## src/multibrot_escape_time_unit_assert.svh

```systemverilog
// Assertion macros of the escape-time unit, used by the controller module.
// Each macro expects signals named clk and rst in the including scope.
`ifndef MULTIBROT_ESCAPE_TIME_UNIT_ASSERT_SVH
`define MULTIBROT_ESCAPE_TIME_UNIT_ASSERT_SVH

// Consequent must hold in the same cycle as the antecedent.
`define MBE_ASSERT_IMPL(lbl, ante, cons, msg) \
  lbl: assert property (@(posedge clk) disable iff (rst) (ante) |-> (cons)) \
    else $error(msg);

// Consequent must hold in the cycle after the antecedent.
`define MBE_ASSERT_NEXT(lbl, ante, cons, msg) \
  lbl: assert property (@(posedge clk) disable iff (rst) (ante) |=> (cons)) \
    else $error(msg);

`endif

```

## src/mbe_pkg.sv

```systemverilog
// Shared types, constants and the micro-program table of the escape-time unit.
// No dependencies; imported by the controller, the datapath and the top level.
`default_nettype none

package mbe_pkg;

  localparam int FRAC_BITS_DEF  = 28;
  localparam int COUNT_BITS_DEF = 16;
  localparam int DATA_W         = 32;
  localparam int ACC_W          = 37;
  localparam int CLIP_SH        = 33;
  localparam int ITER_W         = 16;
  localparam int DEG_W          = 3;
  localparam int PC_W           = 4;
  localparam int CFG_IDX_W      = 1;

  localparam logic [ITER_W-1:0]    MAX_ITER_RESET = ITER_W'(256);
  localparam logic [DEG_W-1:0]     DEGREE_RESET   = DEG_W'(2);
  localparam logic [1:0]           EXTRA_ITERS    = 2'd2;

  localparam logic [CFG_IDX_W-1:0] REG_MAX_ITER = 1'b0;
  localparam logic [CFG_IDX_W-1:0] REG_DEGREE   = 1'b1;

  typedef enum logic [2:0] {
    S_IDLE, S_CHECK, S_RUN, S_WAIT, S_DECIDE, S_DONE
  } state_t;

  typedef enum logic [1:0] {PRG_INT, PRG_D2, PRG_D3, PRG_D4} prog_t;

  typedef enum logic [3:0] {
    SRC_ZR, SRC_ZI, SRC_CI, SRC_T, SRC_T2, SRC_R2, SRC_I2, SRC_U, SRC_V, SRC_Q, SRC_RQ
  } src_t;

  typedef enum logic [2:0] {
    DST_NONE, DST_R2, DST_I2, DST_U, DST_V, DST_Q, DST_CARD, DST_BULB
  } dst_t;

  typedef enum logic [1:0] {ACC_NONE, ACC_RE, ACC_IM} acc_t;

  typedef enum logic [2:0] {CF_P1, CF_M1, CF_P2, CF_P3, CF_M3, CF_P4, CF_M4, CF_M6} coef_t;

  typedef struct packed {
    src_t  a;
    src_t  b;
    dst_t  dst;
    acc_t  acc;
    coef_t coef;
    logic  commit;
    logic  last;
  } uop_t;

  typedef struct packed {
    logic load;
    logic out_load;
    uop_t op;
  } cmd_t;

  typedef struct packed {
    logic mag_gt;
    logic inner;
  } stat_t;

  localparam uop_t UOP_NOP = '{a: SRC_ZR, b: SRC_ZR, dst: DST_NONE, acc: ACC_NONE,
                               coef: CF_P1, commit: 1'b0, last: 1'b0};

  function automatic uop_t mk_uop(src_t sa, src_t sb, dst_t sd, acc_t sc, coef_t cf,
                                  logic cm, logic lst);
    return '{a: sa, b: sb, dst: sd, acc: sc, coef: cf, commit: cm, last: lst};
  endfunction

  // One multiply is issued per entry; a result may be read two entries later.
  function automatic uop_t uop_fetch(prog_t p, logic [PC_W-1:0] pc);
    uop_t u;
    u = mk_uop(SRC_ZR, SRC_ZR, DST_NONE, ACC_NONE, CF_P1, 1'b0, 1'b1);
    unique case (p)
      PRG_INT: begin
        case (pc)
          4'd0: u = mk_uop(SRC_CI, SRC_CI, DST_I2, ACC_NONE, CF_P1, 1'b0, 1'b0);
          4'd1: u = UOP_NOP;
          4'd2: u = mk_uop(SRC_T, SRC_T, DST_Q, ACC_NONE, CF_P1, 1'b0, 1'b0);
          4'd3: u = mk_uop(SRC_T2, SRC_T2, DST_BULB, ACC_NONE, CF_P1, 1'b0, 1'b0);
          4'd4: u = mk_uop(SRC_Q, SRC_RQ, DST_CARD, ACC_NONE, CF_P1, 1'b0, 1'b1);
          default: ;
        endcase
      end
      PRG_D2: begin
        case (pc)
          4'd0: u = mk_uop(SRC_ZR, SRC_ZR, DST_R2, ACC_RE, CF_P1, 1'b0, 1'b0);
          4'd1: u = mk_uop(SRC_ZI, SRC_ZI, DST_I2, ACC_RE, CF_M1, 1'b0, 1'b0);
          4'd2: u = mk_uop(SRC_ZR, SRC_ZI, DST_NONE, ACC_IM, CF_P2, 1'b0, 1'b0);
          4'd3: u = mk_uop(SRC_ZR, SRC_ZR, DST_NONE, ACC_NONE, CF_P1, 1'b1, 1'b1);
          default: ;
        endcase
      end
      PRG_D3: begin
        case (pc)
          4'd0: u = mk_uop(SRC_ZR, SRC_ZR, DST_R2, ACC_NONE, CF_P1, 1'b0, 1'b0);
          4'd1: u = mk_uop(SRC_ZI, SRC_ZI, DST_I2, ACC_NONE, CF_P1, 1'b0, 1'b0);
          4'd2: u = mk_uop(SRC_ZR, SRC_R2, DST_NONE, ACC_RE, CF_P1, 1'b0, 1'b0);
          4'd3: u = mk_uop(SRC_ZI, SRC_R2, DST_NONE, ACC_IM, CF_P3, 1'b0, 1'b0);
          4'd4: u = mk_uop(SRC_ZR, SRC_I2, DST_NONE, ACC_RE, CF_M3, 1'b0, 1'b0);
          4'd5: u = mk_uop(SRC_ZI, SRC_I2, DST_NONE, ACC_IM, CF_M1, 1'b0, 1'b0);
          4'd6: u = mk_uop(SRC_ZR, SRC_ZR, DST_NONE, ACC_NONE, CF_P1, 1'b1, 1'b1);
          default: ;
        endcase
      end
      PRG_D4: begin
        case (pc)
          4'd0: u = mk_uop(SRC_ZR, SRC_ZR, DST_R2, ACC_NONE, CF_P1, 1'b0, 1'b0);
          4'd1: u = mk_uop(SRC_ZI, SRC_ZI, DST_I2, ACC_NONE, CF_P1, 1'b0, 1'b0);
          4'd2: u = mk_uop(SRC_R2, SRC_ZR, DST_U, ACC_NONE, CF_P1, 1'b0, 1'b0);
          4'd3: u = mk_uop(SRC_ZR, SRC_I2, DST_V, ACC_NONE, CF_P1, 1'b0, 1'b0);
          4'd4: u = mk_uop(SRC_U, SRC_ZI, DST_NONE, ACC_IM, CF_P4, 1'b0, 1'b0);
          4'd5: u = mk_uop(SRC_V, SRC_ZI, DST_NONE, ACC_IM, CF_M4, 1'b0, 1'b0);
          4'd6: u = mk_uop(SRC_R2, SRC_R2, DST_NONE, ACC_RE, CF_P1, 1'b0, 1'b0);
          4'd7: u = mk_uop(SRC_R2, SRC_I2, DST_NONE, ACC_RE, CF_M6, 1'b0, 1'b0);
          4'd8: u = mk_uop(SRC_I2, SRC_I2, DST_NONE, ACC_RE, CF_P1, 1'b0, 1'b0);
          4'd9: u = mk_uop(SRC_ZR, SRC_ZR, DST_NONE, ACC_NONE, CF_P1, 1'b1, 1'b1);
          default: ;
        endcase
      end
      default: ;
    endcase
    return u;
  endfunction

endpackage

`default_nettype wire

```

## src/mbe_ctrl.sv

```systemverilog
// Controller of the escape-time unit: sequencer state machine, iteration count,
// escape bookkeeping and the output handshake. Depends on mbe_pkg and the assert header.
`default_nettype none
`include "multibrot_escape_time_unit_assert.svh"

module mbe_ctrl import mbe_pkg::*; #(
  parameter int COUNT_BITS = COUNT_BITS_DEF
) (
  input  logic                clk,
  input  logic                rst,
  input  logic                in_valid,
  output logic                in_stall,
  output logic                out_valid,
  input  logic                out_stall,
  input  logic [ITER_W-1:0]   max_iterations,
  input  logic [DEG_W-1:0]    degree,
  input  stat_t               stat,
  output cmd_t                cmd,
  output logic [COUNT_BITS:0] iteration_count,
  output logic                escaped,
  output logic                interior
);

  state_t                state, state_next;
  prog_t                 prog, prog_next;
  prog_t                 iter_prog, iter_prog_next;
  prog_t                 deg_prog;
  logic [PC_W-1:0]       pc, pc_next;
  logic [COUNT_BITS:0]   count, count_next;
  logic [1:0]            extra, extra_next;
  logic                  esc_f, esc_next;
  logic                  inner_f, inner_next;
  logic                  out_valid_next;
  logic [COUNT_BITS+ITER_W-1:0] limit_wide;
  logic [COUNT_BITS-1:0] limit;

  // Only the low COUNT_BITS bits of the limit register take part.
  assign limit_wide = {{COUNT_BITS{1'b0}}, max_iterations};
  assign limit      = limit_wide[COUNT_BITS-1:0];

  always_comb begin
    unique case (degree) inside
      [3'd0:3'd2]: deg_prog = PRG_D2;
      3'd3:        deg_prog = PRG_D3;
      default:     deg_prog = PRG_D4;
    endcase
  end

  always_comb begin
    state_next     = state;
    prog_next      = prog;
    iter_prog_next = iter_prog;
    pc_next        = pc;
    count_next     = count;
    extra_next     = extra;
    esc_next       = esc_f;
    inner_next     = inner_f;
    out_valid_next = out_valid && out_stall;
    in_stall       = 1'b1;
    cmd.load       = 1'b0;
    cmd.out_load   = 1'b0;
    cmd.op         = UOP_NOP;
    unique case (state)
      S_IDLE: begin
        in_stall = 1'b0;
        if (in_valid) begin
          cmd.load       = 1'b1;
          count_next     = (COUNT_BITS+1)'(1);
          esc_next       = 1'b0;
          inner_next     = 1'b0;
          extra_next     = 2'd0;
          pc_next        = '0;
          iter_prog_next = deg_prog;
          if (deg_prog == PRG_D2) begin
            prog_next  = PRG_INT;
            state_next = S_RUN;
          end else begin
            state_next = S_CHECK;
          end
        end
      end
      S_CHECK: begin
        if (count >= {1'b0, limit}) begin
          state_next = S_DONE;
        end else begin
          prog_next  = iter_prog;
          pc_next    = '0;
          state_next = S_RUN;
        end
      end
      S_RUN: begin
        cmd.op  = uop_fetch(prog, pc);
        pc_next = pc + 1'b1;
        if (cmd.op.last) begin
          state_next = S_WAIT;
        end
      end
      S_WAIT: begin
        state_next = S_DECIDE;
      end
      S_DECIDE: begin
        if (prog == PRG_INT) begin
          if (stat.inner) begin
            inner_next = 1'b1;
            count_next = '0;
            state_next = S_DONE;
          end else begin
            state_next = S_CHECK;
          end
        end else if (extra != 2'd0) begin
          extra_next = extra - 1'b1;
          if (extra == 2'd1) begin
            state_next = S_DONE;
          end else begin
            pc_next    = '0;
            state_next = S_RUN;
          end
        end else if (stat.mag_gt) begin
          // The squares still held belong to the z that entered this step.
          esc_next   = 1'b1;
          extra_next = EXTRA_ITERS;
          count_next = count + (COUNT_BITS+1)'(EXTRA_ITERS);
          pc_next    = '0;
          state_next = S_RUN;
        end else begin
          count_next = count + 1'b1;
          state_next = S_CHECK;
        end
      end
      S_DONE: begin
        if (!out_valid || !out_stall) begin
          cmd.out_load   = 1'b1;
          out_valid_next = 1'b1;
          state_next     = S_IDLE;
        end
      end
      default: state_next = S_IDLE;
    endcase
  end

  always_ff @(posedge clk) begin
    if (rst) begin
      state     <= S_IDLE;
      prog      <= PRG_INT;
      iter_prog <= PRG_D2;
      pc        <= '0;
      count     <= '0;
      extra     <= 2'd0;
      esc_f     <= 1'b0;
      inner_f   <= 1'b0;
      out_valid <= 1'b0;
    end else begin
      state     <= state_next;
      prog      <= prog_next;
      iter_prog <= iter_prog_next;
      pc        <= pc_next;
      count     <= count_next;
      extra     <= extra_next;
      esc_f     <= esc_next;
      inner_f   <= inner_next;
      out_valid <= out_valid_next;
    end
  end

  always_ff @(posedge clk) begin
    if (cmd.out_load) begin
      iteration_count <= count;
      escaped         <= esc_f;
      interior        <= inner_f;
    end
  end

  `MBE_ASSERT_NEXT(a_accept_leaves_idle, in_valid && !in_stall, state != S_IDLE, "accepted word did not start work")
  `MBE_ASSERT_IMPL(a_flags_exclusive, state == S_DONE, !(esc_f && inner_f), "escape and interior both set")
  `MBE_ASSERT_IMPL(a_interior_deg2, state == S_DONE && inner_f, iter_prog == PRG_D2, "interior flagged off degree two")
  `MBE_ASSERT_IMPL(a_count_bound, state != S_IDLE, count <= limit + 1'b1, "iteration count ran past the limit")

endmodule

`default_nettype wire

```

## src/mbe_dpath.sv

```systemverilog
// Datapath of the escape-time unit: one shared 32x32 multiplier, scaling and
// saturation, accumulators and the z, c and temporary registers. Depends on mbe_pkg.
`default_nettype none

module mbe_dpath import mbe_pkg::*; #(
  parameter int FRAC_BITS = FRAC_BITS_DEF
) (
  input  logic                     clk,
  input  logic                     rst,
  input  cmd_t                     cmd,
  input  logic signed [DATA_W-1:0] c_re,
  input  logic signed [DATA_W-1:0] c_im,
  output stat_t                    stat,
  output logic signed [DATA_W-1:0] final_re,
  output logic signed [DATA_W-1:0] final_im
);

  // Constants beyond the reach of any 32-bit value are clipped; every use stays exact.
  localparam int SH_ONE  = (FRAC_BITS > CLIP_SH) ? CLIP_SH : FRAC_BITS;
  localparam int SH_QTR  = (FRAC_BITS - 2 > CLIP_SH) ? CLIP_SH : FRAC_BITS - 2;
  localparam int SH_SIX  = (FRAC_BITS - 4 > CLIP_SH) ? CLIP_SH : FRAC_BITS - 4;
  localparam int SH_FOUR = (FRAC_BITS + 2 > CLIP_SH) ? CLIP_SH : FRAC_BITS + 2;
  localparam logic signed [ACC_W-1:0] K_ONE  = ACC_W'(64'd1 << SH_ONE);
  localparam logic signed [ACC_W-1:0] K_QTR  = ACC_W'(64'd1 << SH_QTR);
  localparam logic signed [ACC_W-1:0] K_SIX  = ACC_W'(64'd1 << SH_SIX);
  localparam logic signed [ACC_W-1:0] K_FOUR = ACC_W'(64'd1 << SH_FOUR);

  function automatic logic signed [DATA_W-1:0] sat_acc(input logic signed [ACC_W-1:0] v);
    if (v[ACC_W-1:DATA_W-1] == '0 || v[ACC_W-1:DATA_W-1] == '1) begin
      return $signed(v[DATA_W-1:0]);
    end else if (v[ACC_W-1]) begin
      return $signed({1'b1, {(DATA_W-1){1'b0}}});
    end else begin
      return $signed({1'b0, {(DATA_W-1){1'b1}}});
    end
  endfunction

  function automatic logic signed [DATA_W-1:0] sat_prod(
    input logic signed [2*DATA_W-1:0] v
  );
    if (v[2*DATA_W-1:DATA_W-1] == '0 || v[2*DATA_W-1:DATA_W-1] == '1) begin
      return $signed(v[DATA_W-1:0]);
    end else if (v[2*DATA_W-1]) begin
      return $signed({1'b1, {(DATA_W-1){1'b0}}});
    end else begin
      return $signed({1'b0, {(DATA_W-1){1'b1}}});
    end
  endfunction

  logic signed [DATA_W-1:0]   zr, zi, cr, ci, tq, t2, r2, i2, u, v, q;
  logic signed [ACC_W-1:0]    acc_re, acc_im;
  logic signed [2*DATA_W-1:0] prod, prod_sh;
  uop_t                       wb_op;
  logic                       inner;
  logic signed [DATA_W-1:0]   op_a, op_b, f, rq;
  logic signed [ACC_W-1:0]    f_ext, i2_ext, scaled, mag, fi_sum;

  assign rq      = sat_acc(ACC_W'(q) + ACC_W'(tq));
  assign prod_sh = prod >>> FRAC_BITS;
  assign f       = sat_prod(prod_sh);
  assign f_ext   = ACC_W'(f);
  assign i2_ext  = ACC_W'(i2);
  assign fi_sum  = f_ext + i2_ext;
  assign mag     = ACC_W'(r2) + i2_ext;

  assign stat.mag_gt = mag > K_FOUR;
  assign stat.inner  = inner;

  always_comb begin
    case (cmd.op.a)
      SRC_ZR:  op_a = zr;
      SRC_ZI:  op_a = zi;
      SRC_CI:  op_a = ci;
      SRC_T:   op_a = tq;
      SRC_T2:  op_a = t2;
      SRC_R2:  op_a = r2;
      SRC_I2:  op_a = i2;
      SRC_U:   op_a = u;
      SRC_V:   op_a = v;
      SRC_Q:   op_a = q;
      SRC_RQ:  op_a = rq;
      default: op_a = zr;
    endcase
  end

  always_comb begin
    case (cmd.op.b)
      SRC_ZR:  op_b = zr;
      SRC_ZI:  op_b = zi;
      SRC_CI:  op_b = ci;
      SRC_T:   op_b = tq;
      SRC_T2:  op_b = t2;
      SRC_R2:  op_b = r2;
      SRC_I2:  op_b = i2;
      SRC_U:   op_b = u;
      SRC_V:   op_b = v;
      SRC_Q:   op_b = q;
      SRC_RQ:  op_b = rq;
      default: op_b = zr;
    endcase
  end

  always_comb begin
    case (wb_op.coef)
      CF_P1:   scaled = f_ext;
      CF_M1:   scaled = -f_ext;
      CF_P2:   scaled = f_ext <<< 1;
      CF_P3:   scaled = f_ext + (f_ext <<< 1);
      CF_M3:   scaled = -(f_ext + (f_ext <<< 1));
      CF_P4:   scaled = f_ext <<< 2;
      CF_M4:   scaled = -(f_ext <<< 2);
      CF_M6:   scaled = -((f_ext <<< 2) + (f_ext <<< 1));
      default: scaled = f_ext;
    endcase
  end

  always_ff @(posedge clk) begin
    if (rst) begin
      wb_op <= UOP_NOP;
    end else begin
      wb_op <= cmd.op;
    end
  end

  always_ff @(posedge clk) begin
    prod <= op_a * op_b;
    if (cmd.load) begin
      zr     <= c_re;
      zi     <= c_im;
      cr     <= c_re;
      ci     <= c_im;
      acc_re <= ACC_W'(c_re);
      acc_im <= ACC_W'(c_im);
      tq     <= sat_acc(ACC_W'(c_re) - K_QTR);
      t2     <= sat_acc(ACC_W'(c_re) + K_ONE);
      inner  <= 1'b0;
    end else begin
      case (wb_op.dst)
        DST_R2:   r2 <= f;
        DST_I2:   i2 <= f;
        DST_U:    u  <= f;
        DST_V:    v  <= f;
        DST_Q:    q  <= sat_acc(fi_sum);
        DST_CARD: begin
          if (f_ext < (i2_ext >>> 2)) begin
            inner <= 1'b1;
          end
        end
        DST_BULB: begin
          if (ACC_W'(sat_acc(fi_sum)) < K_SIX) begin
            inner <= 1'b1;
          end
        end
        default: ;
      endcase
      case (wb_op.acc)
        ACC_RE:  acc_re <= acc_re + scaled;
        ACC_IM:  acc_im <= acc_im + scaled;
        default: ;
      endcase
      // Commit closes a step: new z from the sums, sums restart from c.
      if (wb_op.commit) begin
        zr     <= sat_acc(acc_re);
        zi     <= sat_acc(acc_im);
        acc_re <= ACC_W'(cr);
        acc_im <= ACC_W'(ci);
      end
    end
    if (cmd.out_load) begin
      final_re <= zr;
      final_im <= zi;
    end
  end

endmodule

`default_nettype wire

```

## src/multibrot_escape_time_unit.sv

```systemverilog
// Each step of z^d + c for degree 2, 3 or 4 is a micro-program run on the shared 32x32
// multiplier; two more steps follow an escape, and degree 2 first runs an interior test.
// A word is taken only in the idle state, so each word is finished before the next is
// accepted; a new word is taken while a result waits.
// Synchronous reset: max_iterations = 256, degree = 2, no result pending.
// Top level: configuration registers and the controller/datapath pair. Depends on mbe_pkg.
`default_nettype none

module multibrot_escape_time_unit import mbe_pkg::*; #(
  parameter int FRAC_BITS  = FRAC_BITS_DEF,
  parameter int COUNT_BITS = COUNT_BITS_DEF
) (
  input  logic                     clk,
  input  logic                     rst,
  input  logic                     in_valid,
  output logic                     in_stall,
  input  logic signed [DATA_W-1:0] c_re,
  input  logic signed [DATA_W-1:0] c_im,
  output logic                     out_valid,
  input  logic                     out_stall,
  output logic [COUNT_BITS:0]      iteration_count,
  output logic                     escaped,
  output logic                     interior,
  output logic signed [DATA_W-1:0] final_re,
  output logic signed [DATA_W-1:0] final_im,
  input  logic                     cfg_valid,
  output logic                     cfg_ready,
  input  logic [CFG_IDX_W-1:0]     cfg_index,
  input  logic [ITER_W-1:0]        cfg_data
);

  logic [ITER_W-1:0] max_iterations;
  logic [DEG_W-1:0]  degree;
  cmd_t              cmd;
  stat_t             stat;

  assign cfg_ready = 1'b1;

  always_ff @(posedge clk) begin
    if (rst) begin
      max_iterations <= MAX_ITER_RESET;
      degree         <= DEGREE_RESET;
    end else if (cfg_valid && cfg_ready) begin
      unique case (cfg_index)
        REG_MAX_ITER: max_iterations <= cfg_data;
        REG_DEGREE:   degree         <= cfg_data[DEG_W-1:0];
        default: ;
      endcase
    end
  end

  mbe_ctrl #(
    .COUNT_BITS(COUNT_BITS)
  ) u_ctrl (
    .clk             (clk),
    .rst             (rst),
    .in_valid        (in_valid),
    .in_stall        (in_stall),
    .out_valid       (out_valid),
    .out_stall       (out_stall),
    .max_iterations  (max_iterations),
    .degree          (degree),
    .stat            (stat),
    .cmd             (cmd),
    .iteration_count (iteration_count),
    .escaped         (escaped),
    .interior        (interior)
  );

  mbe_dpath #(
    .FRAC_BITS(FRAC_BITS)
  ) u_dpath (
    .clk      (clk),
    .rst      (rst),
    .cmd      (cmd),
    .c_re     (c_re),
    .c_im     (c_im),
    .stat     (stat),
    .final_re (final_re),
    .final_im (final_im)
  );

endmodule

`default_nettype wire

```

## config.mk

```make
export PLATFORM = sky130hd
export DESIGN_NAME = multibrot_escape_time_unit
export DESIGN_NICKNAME = d
export VERILOG_FILES = /design/src/mbe_pkg.sv /design/src/mbe_ctrl.sv /design/src/mbe_dpath.sv /design/src/multibrot_escape_time_unit.sv
export VERILOG_INCLUDE_DIRS = /design/src /design/src/src
export SDC_FILE = /design/constraint.sdc
export NUM_CORES = 2
export LEC_CHECK = 0
export BUFFER_PORTS_ARGS = -buffer_cell sky130_fd_sc_hd__buf_4
export CORE_MARGIN = 2
export CORE_UTILIZATION = 55
export DETAILED_ROUTE_END_ITERATION = 12
export GPL_TIMING_DRIVEN = 0
export MAX_ROUTING_LAYER = met4
export PLACE_DENSITY = 0.71
export SLEW_MARGIN = 10
export SYNTH_ARGS = -nofsm -noshare
export SYNTH_HDL_FRONTEND = slang
export SYNTH_SLANG_ARGS = --single-unit
```

## constraint.sdc

```tcl
create_clock -name clk -period 12.4 [get_ports clk]
set_input_delay 1.24 -clock clk [delete_from_list [all_inputs] [get_ports clk]]
set_output_delay 1.24 -clock clk [all_outputs]
set_load 0.02 [all_outputs]
```

# Word level (Yosys, flattened, before mapping)
# Cells that the tools add are included.
# classes
addsub	17
multipliers	1
order_cmp	6
eq_ne	79
mux	88
bitwise	3
reduce_logical	48
# ops
operator	count
2-to-1 mux 32 bit	20
one-hot mux 32 bit (10 select lines)	2
one-hot mux 37 bit (8 select lines)	1
2-to-1 mux 37 bit	6
one-hot mux 18 bit (10 select lines)	1
one-hot mux 15 bit (7 select lines)	1
adder 32 x 32 -> 33 bit	3
one-hot mux 18 bit (5 select lines)	1
2-to-1 mux 17 bit	5
adder 37 bit	2
negator 37 bit	2
one-hot mux 18 bit (4 select lines)	1
multiplier 32 x 32 -> 64 bit	1
one-hot mux 15 bit (4 select lines)	1
== test 4 x 3 -> 1 bit, second input constant	12
> comparator 37 x 32 -> 1 bit, second input constant	1
negator 32 -> 37 bit	1
negator 34 -> 37 bit	1
== test 6 bit, second input constant	6
zero test 6 bit	6
2-to-1 mux 18 bit	2
adder 34 x 33 -> 35 bit	1
adder 32 x 33 -> 34 bit	1
one-hot mux 17 bit (2 select lines)	1
49 further kinds	163
# totals
ff_bits	635
output_inout_bits	86
word_cells	277

# Depth between registers and ports, before layout
# depth
word_depth	12
ltp_mapped	49
ltp_nobuf	46

# Modules after synthesis
# From an unflattened synthesis, not the netlist that was laid out.
# hier_totals
hier_cells	8516
area_unflattened_um2	78101.2
# modules_own_cells
mod	n_inst	cells_per_inst	area_each_um2
mbe_dpath	1	7995	73574.3
mbe_ctrl	1	437	3627.2
multibrot_escape_time_unit	1	84	899.6

# Worst setup path before layout
# OpenSTA, ideal clock, no wires.
# synth_timing
kind	register to register
start	reg u_ctrl.pc[0]
end	reg u_dpath.prod[59]
setup_ps	125
t_arrival_ps	10781
required_time_ps	12275
slack_ps	1494
path_stages_with_launch	41
path_buffers	6
period_less_slack_ps	10906
path_cell_list	dfxtp_1 inv_1 ha_1 clkbuf_1 a21oi_1 nor3_1 o311a_1 or2_1 buf_2 nor3_1 clkbuf_1 clkbuf_1 a222oi_1 nand3_1 o21a_1 clkbuf_1 clkbuf_1 nand2_1 (+5 left out) inv_1 fa_1 inv_1 fa_1 fa_1 fa_1 ha_1 a21o_1 a21o_1 a21oi_1 nor2_1 o21a_1 o21ai_0 nand2_1 a211oi_1 o21bai_1 a21oi_1 xnor2_1
# synth_between
elab_chain_cells	8
word_cells_on_any_way	40
cone_classes	mul: 1; eq/ne: 29; mux: 9; reduce/logical: 1
# synth_rtl
item	line_no	text
from (decl)	mbe_ctrl.sv:28	logic [PC_W-1:0] pc, pc_next;
from (signal assigned)	mbe_ctrl.sv:156	pc <= pc_next;
== test 4 bit (tied with other cells)	mbe_pkg.sv:108	case (pc)
one-hot mux 18 bit (10 select lines) (tied with other cells)	mbe_pkg.sv:108	
one-hot mux 18 bit (4 select lines) (*)	mbe_pkg.sv:75	unique case (p)
2-to-1 mux 18 bit (*) (2 in a row)	mbe_ctrl.sv:63	unique case (state)
== test 4 bit (tied with other cells)	mbe_dpath.sv:70	case (cmd.op.a)
one-hot mux 32 bit (10 select lines), on equally long branches	mbe_dpath.sv:70, mbe_dpath.sv:87	
multiplier 32 x 32 -> 64 bit (*)	mbe_dpath.sv:126	prod <= op_a * op_b;
to (signal assigned)	mbe_dpath.sv:126	
to (decl)	mbe_dpath.sv:52	logic signed [2*DATA_W-1:0] prod, prod_sh;
# Every way passes the cells marked *; elsewhere a longest branch is shown, timed or not. The select of a mux whose other input is x is not followed.
# A chain may end at the register's enable or synchronous reset.

# Final worst setup path
# layout_timing
start	reg u_ctrl.pc[0]
end	reg u_dpath.prod[50]
# Same word-level chain as after synthesis.

==> run summary <==
GRT overflow -> 0
Buffer type at the clock tree root -> sky130_fd_sc_hd__clkbuf_16
Final number of max-transition violations -> 0
Count of buffers inserted at the top-level ports -> 169
Hold crit path type -> reg -> reg
Place WS -> -3.87 ns
Mapped Area -> 77,600 sq um
Number of storage elements in the synthesis netlist -> 607
Crit path max-delay family -> adder cells
Leading post-synthesis cells by cell area -> sky130_fd_sc_hd__fa_1 28%, sky130_fd_sc_hd__edfxtp_1 20%, sky130_fd_sc_hd__ha_1 7.6%, sky130_fd_sc_hd__inv_1 5.8%, sky130_fd_sc_hd__nand2_1 4.5%
CP peak stage delay -> 0.64 ns
Highest clock rate -> 80.7 MHz
Worst EP required -> 13.01 ns
Top-area cell type share of the netlist area -> 0.281
Worst-Margin Slew -> 1.39 ns
Sum of net half-perimeters after detailed placement -> 297,000 microns
Die Footprint -> 144,000 sq um
Sequential area share after synthesis -> 0.222
Vias in the first global route -> 71,144
Pin count of the biggest net entering global routing -> 73
Non-filler cells in the finished layout -> 10,887
Total number of H-tree levels -> 3
Max Root-Sink Buffers -> 3
Final Critical Period -> 12.39 ns
Area after detailed placement -> 82,300 sq um
Fin crit share -> 0.999
Chip width -> 380 microns
Final-layout setup total negative slack -> 0 ns
Clock tree from TritonCTS -> done
Fraction of final layout cells with drive strength greater than 1 -> 0.0948
Aggregate routed wire length -> 368,000 microns
Setup repair after global routing missed its margin -> yes
Number of placement rows -> 137
Syn_area_per_cell -> 9.03 sq um
Detailed-route vias per instance -> 6.75
Initial cell density of the core -> 0.555
Number of buffers created by CTS -> 68
Starting DRT DRC Count -> 11,743
GPL Wtd Cong -> 1.13
Share of async-settable or async-resettable flops after synthesis -> 0
Nets@finish -> 10,561
Post-route clock skew -> 0.0253 ns
Number of failing hold endpoints at the final stage -> 0
Count of placed standard cells including taps -> 10,691
Count of endpoints failing setup in the final report -> 0
Number of warnings printed during yosys synthesis -> 0
Area growth, synth to finish -> 11.7%
Headroom to the max-slew limit -> 0.0651
Maximum fanout count along the critical path -> 10
Clock slew at reported path FFs -> 0.06 ns
Routed vias -> 73,476
Most numerous cell types in the synthesized netlist -> 1,204 x sky130_fd_sc_hd__inv_1, 1,088 x sky130_fd_sc_hd__fa_1, 939 x sky130_fd_sc_hd__nand2_1, 913 x sky130_fd_sc_hd__nor2_1, 633 x sky130_fd_sc_hd__a21oi_1
Clock insertion delay at the later pin of the skew report -> 0.69 ns
Antenna violations before repair -> 33
CP Capture Type -> flop
Nets in the synthesized netlist -> 10,242
Number of flops mapped to enable cells by yosys -> 509
Most used flip-flop cell after synthesis -> sky130_fd_sc_hd__edfxtp_1
Standard cell with the maximum stage delay on the critical path -> sky130_fd_sc_hd__fa_1
Cell type with the highest aggregate area in the netlist -> sky130_fd_sc_hd__fa_1
Total Routing Usage GR -> 0.519
Count of clock tree sinks -> 607
I/O pins -> 172
Number of standard cells after synthesis -> 8,597
Cell area after layout -> 86,700 sq um
Floorplan die height -> 380 microns
Count of maximum capacitance violations -> 0
Critical Path Start Type -> flop
Worst setup slack after layout -> 0.0119 ns
Most used standard cell by instance count after synthesis -> sky130_fd_sc_hd__inv_1
Average wire per cell in the routed design -> 33.8 microns
First-pass GRT wire length -> 515,000 microns
Core box area -> 140,000 sq um
ANT nets after route -> 0
Count of TritonRoute iterations in the first routing pass -> 9
Worst path arrival time -> 13.00 ns
Hold_buf cts -> 0
Post-route DRC violation count -> 0
Count of buffer and inverter cells on the critical path -> 10
WS Path Type -> reg -> reg
Largest registers -> u_dpath.acc_im (37), u_dpath.acc_re (37), u_dpath.prod (36)
Most prevalent standard cell on the critical path -> sky130_fd_sc_hd__fa_1
Filler Cell Count -> 12,064
Outcome -> finished, final reports clean
Number of distinct standard cells referenced by the synthesized netlist -> 106
[path summary, 6_finish.rpt]
path / startpoint / to / slack (ns) / cells after the start
hold / removal: u_ctrl.inner_f$_SDFFE_PP0P_ / u_ctrl.interior$_DFFE_PP_ / 0.44 / 0
setup reg to reg: u_ctrl.pc[0]$_SDFFE_PP0P_ / u_dpath.prod[50]$_DFF_P_ / 0.01 / 40
setup / recovery: u_ctrl.pc[0]$_SDFFE_PP0P_ / u_dpath.prod[50]$_DFF_P_ / 0.01 / 40
hold reg to reg: u_ctrl.inner_f$_SDFFE_PP0P_ / u_ctrl.interior$_DFFE_PP_ / 0.44 / 0
[cell usage in the layout (no fill, tap or decap), types with 42 or more instances in the layout]
| master | synthesis | final |
|---|---|---|
| sky130_fd_sc_hd__nand3_1 | 118 | 109 |
| sky130_fd_sc_hd__a21o_1 | 186 | 181 |
| sky130_fd_sc_hd__a211oi_1 | 52 | 43 |
| sky130_fd_sc_hd__xor2_1 | 88 | 88 |
| sky130_fd_sc_hd__a22oi_1 | 61 | 61 |
| sky130_fd_sc_hd__mux2i_1 | 61 | 61 |
| sky130_fd_sc_hd__nand2_1 | 939 | 923 |
| sky130_fd_sc_hd__clkbuf_1 | 389 | 179 |
| sky130_fd_sc_hd__and2_1 | 99 | 86 |
| sky130_fd_sc_hd__nor3_1 | 96 | 84 |
| sky130_fd_sc_hd__fa_1 | 1088 | 1084 |
| sky130_fd_sc_hd__nor2_1 | 913 | 896 |
| sky130_fd_sc_hd__a31oi_1 | 57 | 45 |
| sky130_fd_sc_hd__nand4_1 | 57 | 57 |
| sky130_fd_sc_hd__edfxtp_1 | 509 | 509 |
| sky130_fd_sc_hd__buf_4 | 1 | 256 |
| sky130_fd_sc_hd__ha_1 | 471 | 466 |
| sky130_fd_sc_hd__clkbuf_4 | 0 | 58 |
| sky130_fd_sc_hd__o21a_1 | 59 | 57 |
| sky130_fd_sc_hd__a222oi_1 | 45 | 45 |
| sky130_fd_sc_hd__xnor2_1 | 167 | 167 |
| sky130_fd_sc_hd__clkbuf_2 | 0 | 94 |
| sky130_fd_sc_hd__a21oi_1 | 633 | 619 |
| sky130_fd_sc_hd__diode_2 | 0 | 42 |
| sky130_fd_sc_hd__clkbuf_16 | 0 | 72 |
| sky130_fd_sc_hd__nand2b_1 | 147 | 147 |
| sky130_fd_sc_hd__inv_1 | 1204 | 1202 |
| sky130_fd_sc_hd__o21ai_0 | 309 | 303 |
| sky130_fd_sc_hd__dfxtp_1 | 98 | 98 |
[kinds of logic (layout without fill, tap and decap cells)]
logic type | Yosys count | after routing | synth area share
buffers and inverters | 1637 | 2009 | 0.0793
other | 1 | 43 | 0.0000483
xor gates and xnor gates | 255 | 255 | 0.0288
AOI/OAI and AO/OA | 1859 | 1859 | 0.154
DFF | 607 | 607 | 0.222
muxes | 70 | 70 | 0.00946
and+or+nand+nor | 2608 | 2608 | 0.150
adders and majority gates | 1560 | 1560 | 0.357
[stage by stage]
stage,hold slack [ns],utilization
3_5_place_dp,0.425,0.588
4_1_cts,0.440,0.613
2_1_floorplan,0.409,-
3_3_place_gp,0.414,0.581
5_1_grt,0.463,0.620
6_report,0.440,0.620
[area by class of cell]
cell class / instances / area (sq um) / share of cell area
Antenna cell: 42 / 105 / 0.00121
Buffer: 398 / 2080 / 0.0240
Inverter: 1208 / 4550 / 0.0524
Multi-Input combinational cell: 6353 / 55700 / 0.642
Tap cell: 1876 / 2350 / 0.0271
Clock inverter: 40 / 428 / 0.00493
Sequential cell: 607 / 17200 / 0.199
Timing Repair Buffer: 280 / 2480 / 0.0286
Clock buffer: 83 / 1860 / 0.0215
[routing by layer]
layer	vias to the layer above	track usage	part of all wire
met3	1423	0.223	0.18
met1	36223	0.672	0.36
met2	6339	0.662	0.38
li1	29491	-	-
met5	-	-	0
met4	0	0.316	0.079
[repair_timing]
action / 4_1_cts / 5_1_grt
pin swaps: 18 / 33
endpoints found under the setup margin: 36 / 30
gates resized for setup: 390 / 270
buffers inserted: 23 / 39
Power is not shown: default switching activity piles up to over one toggle a cycle in this logic, so the estimate is an artifact.
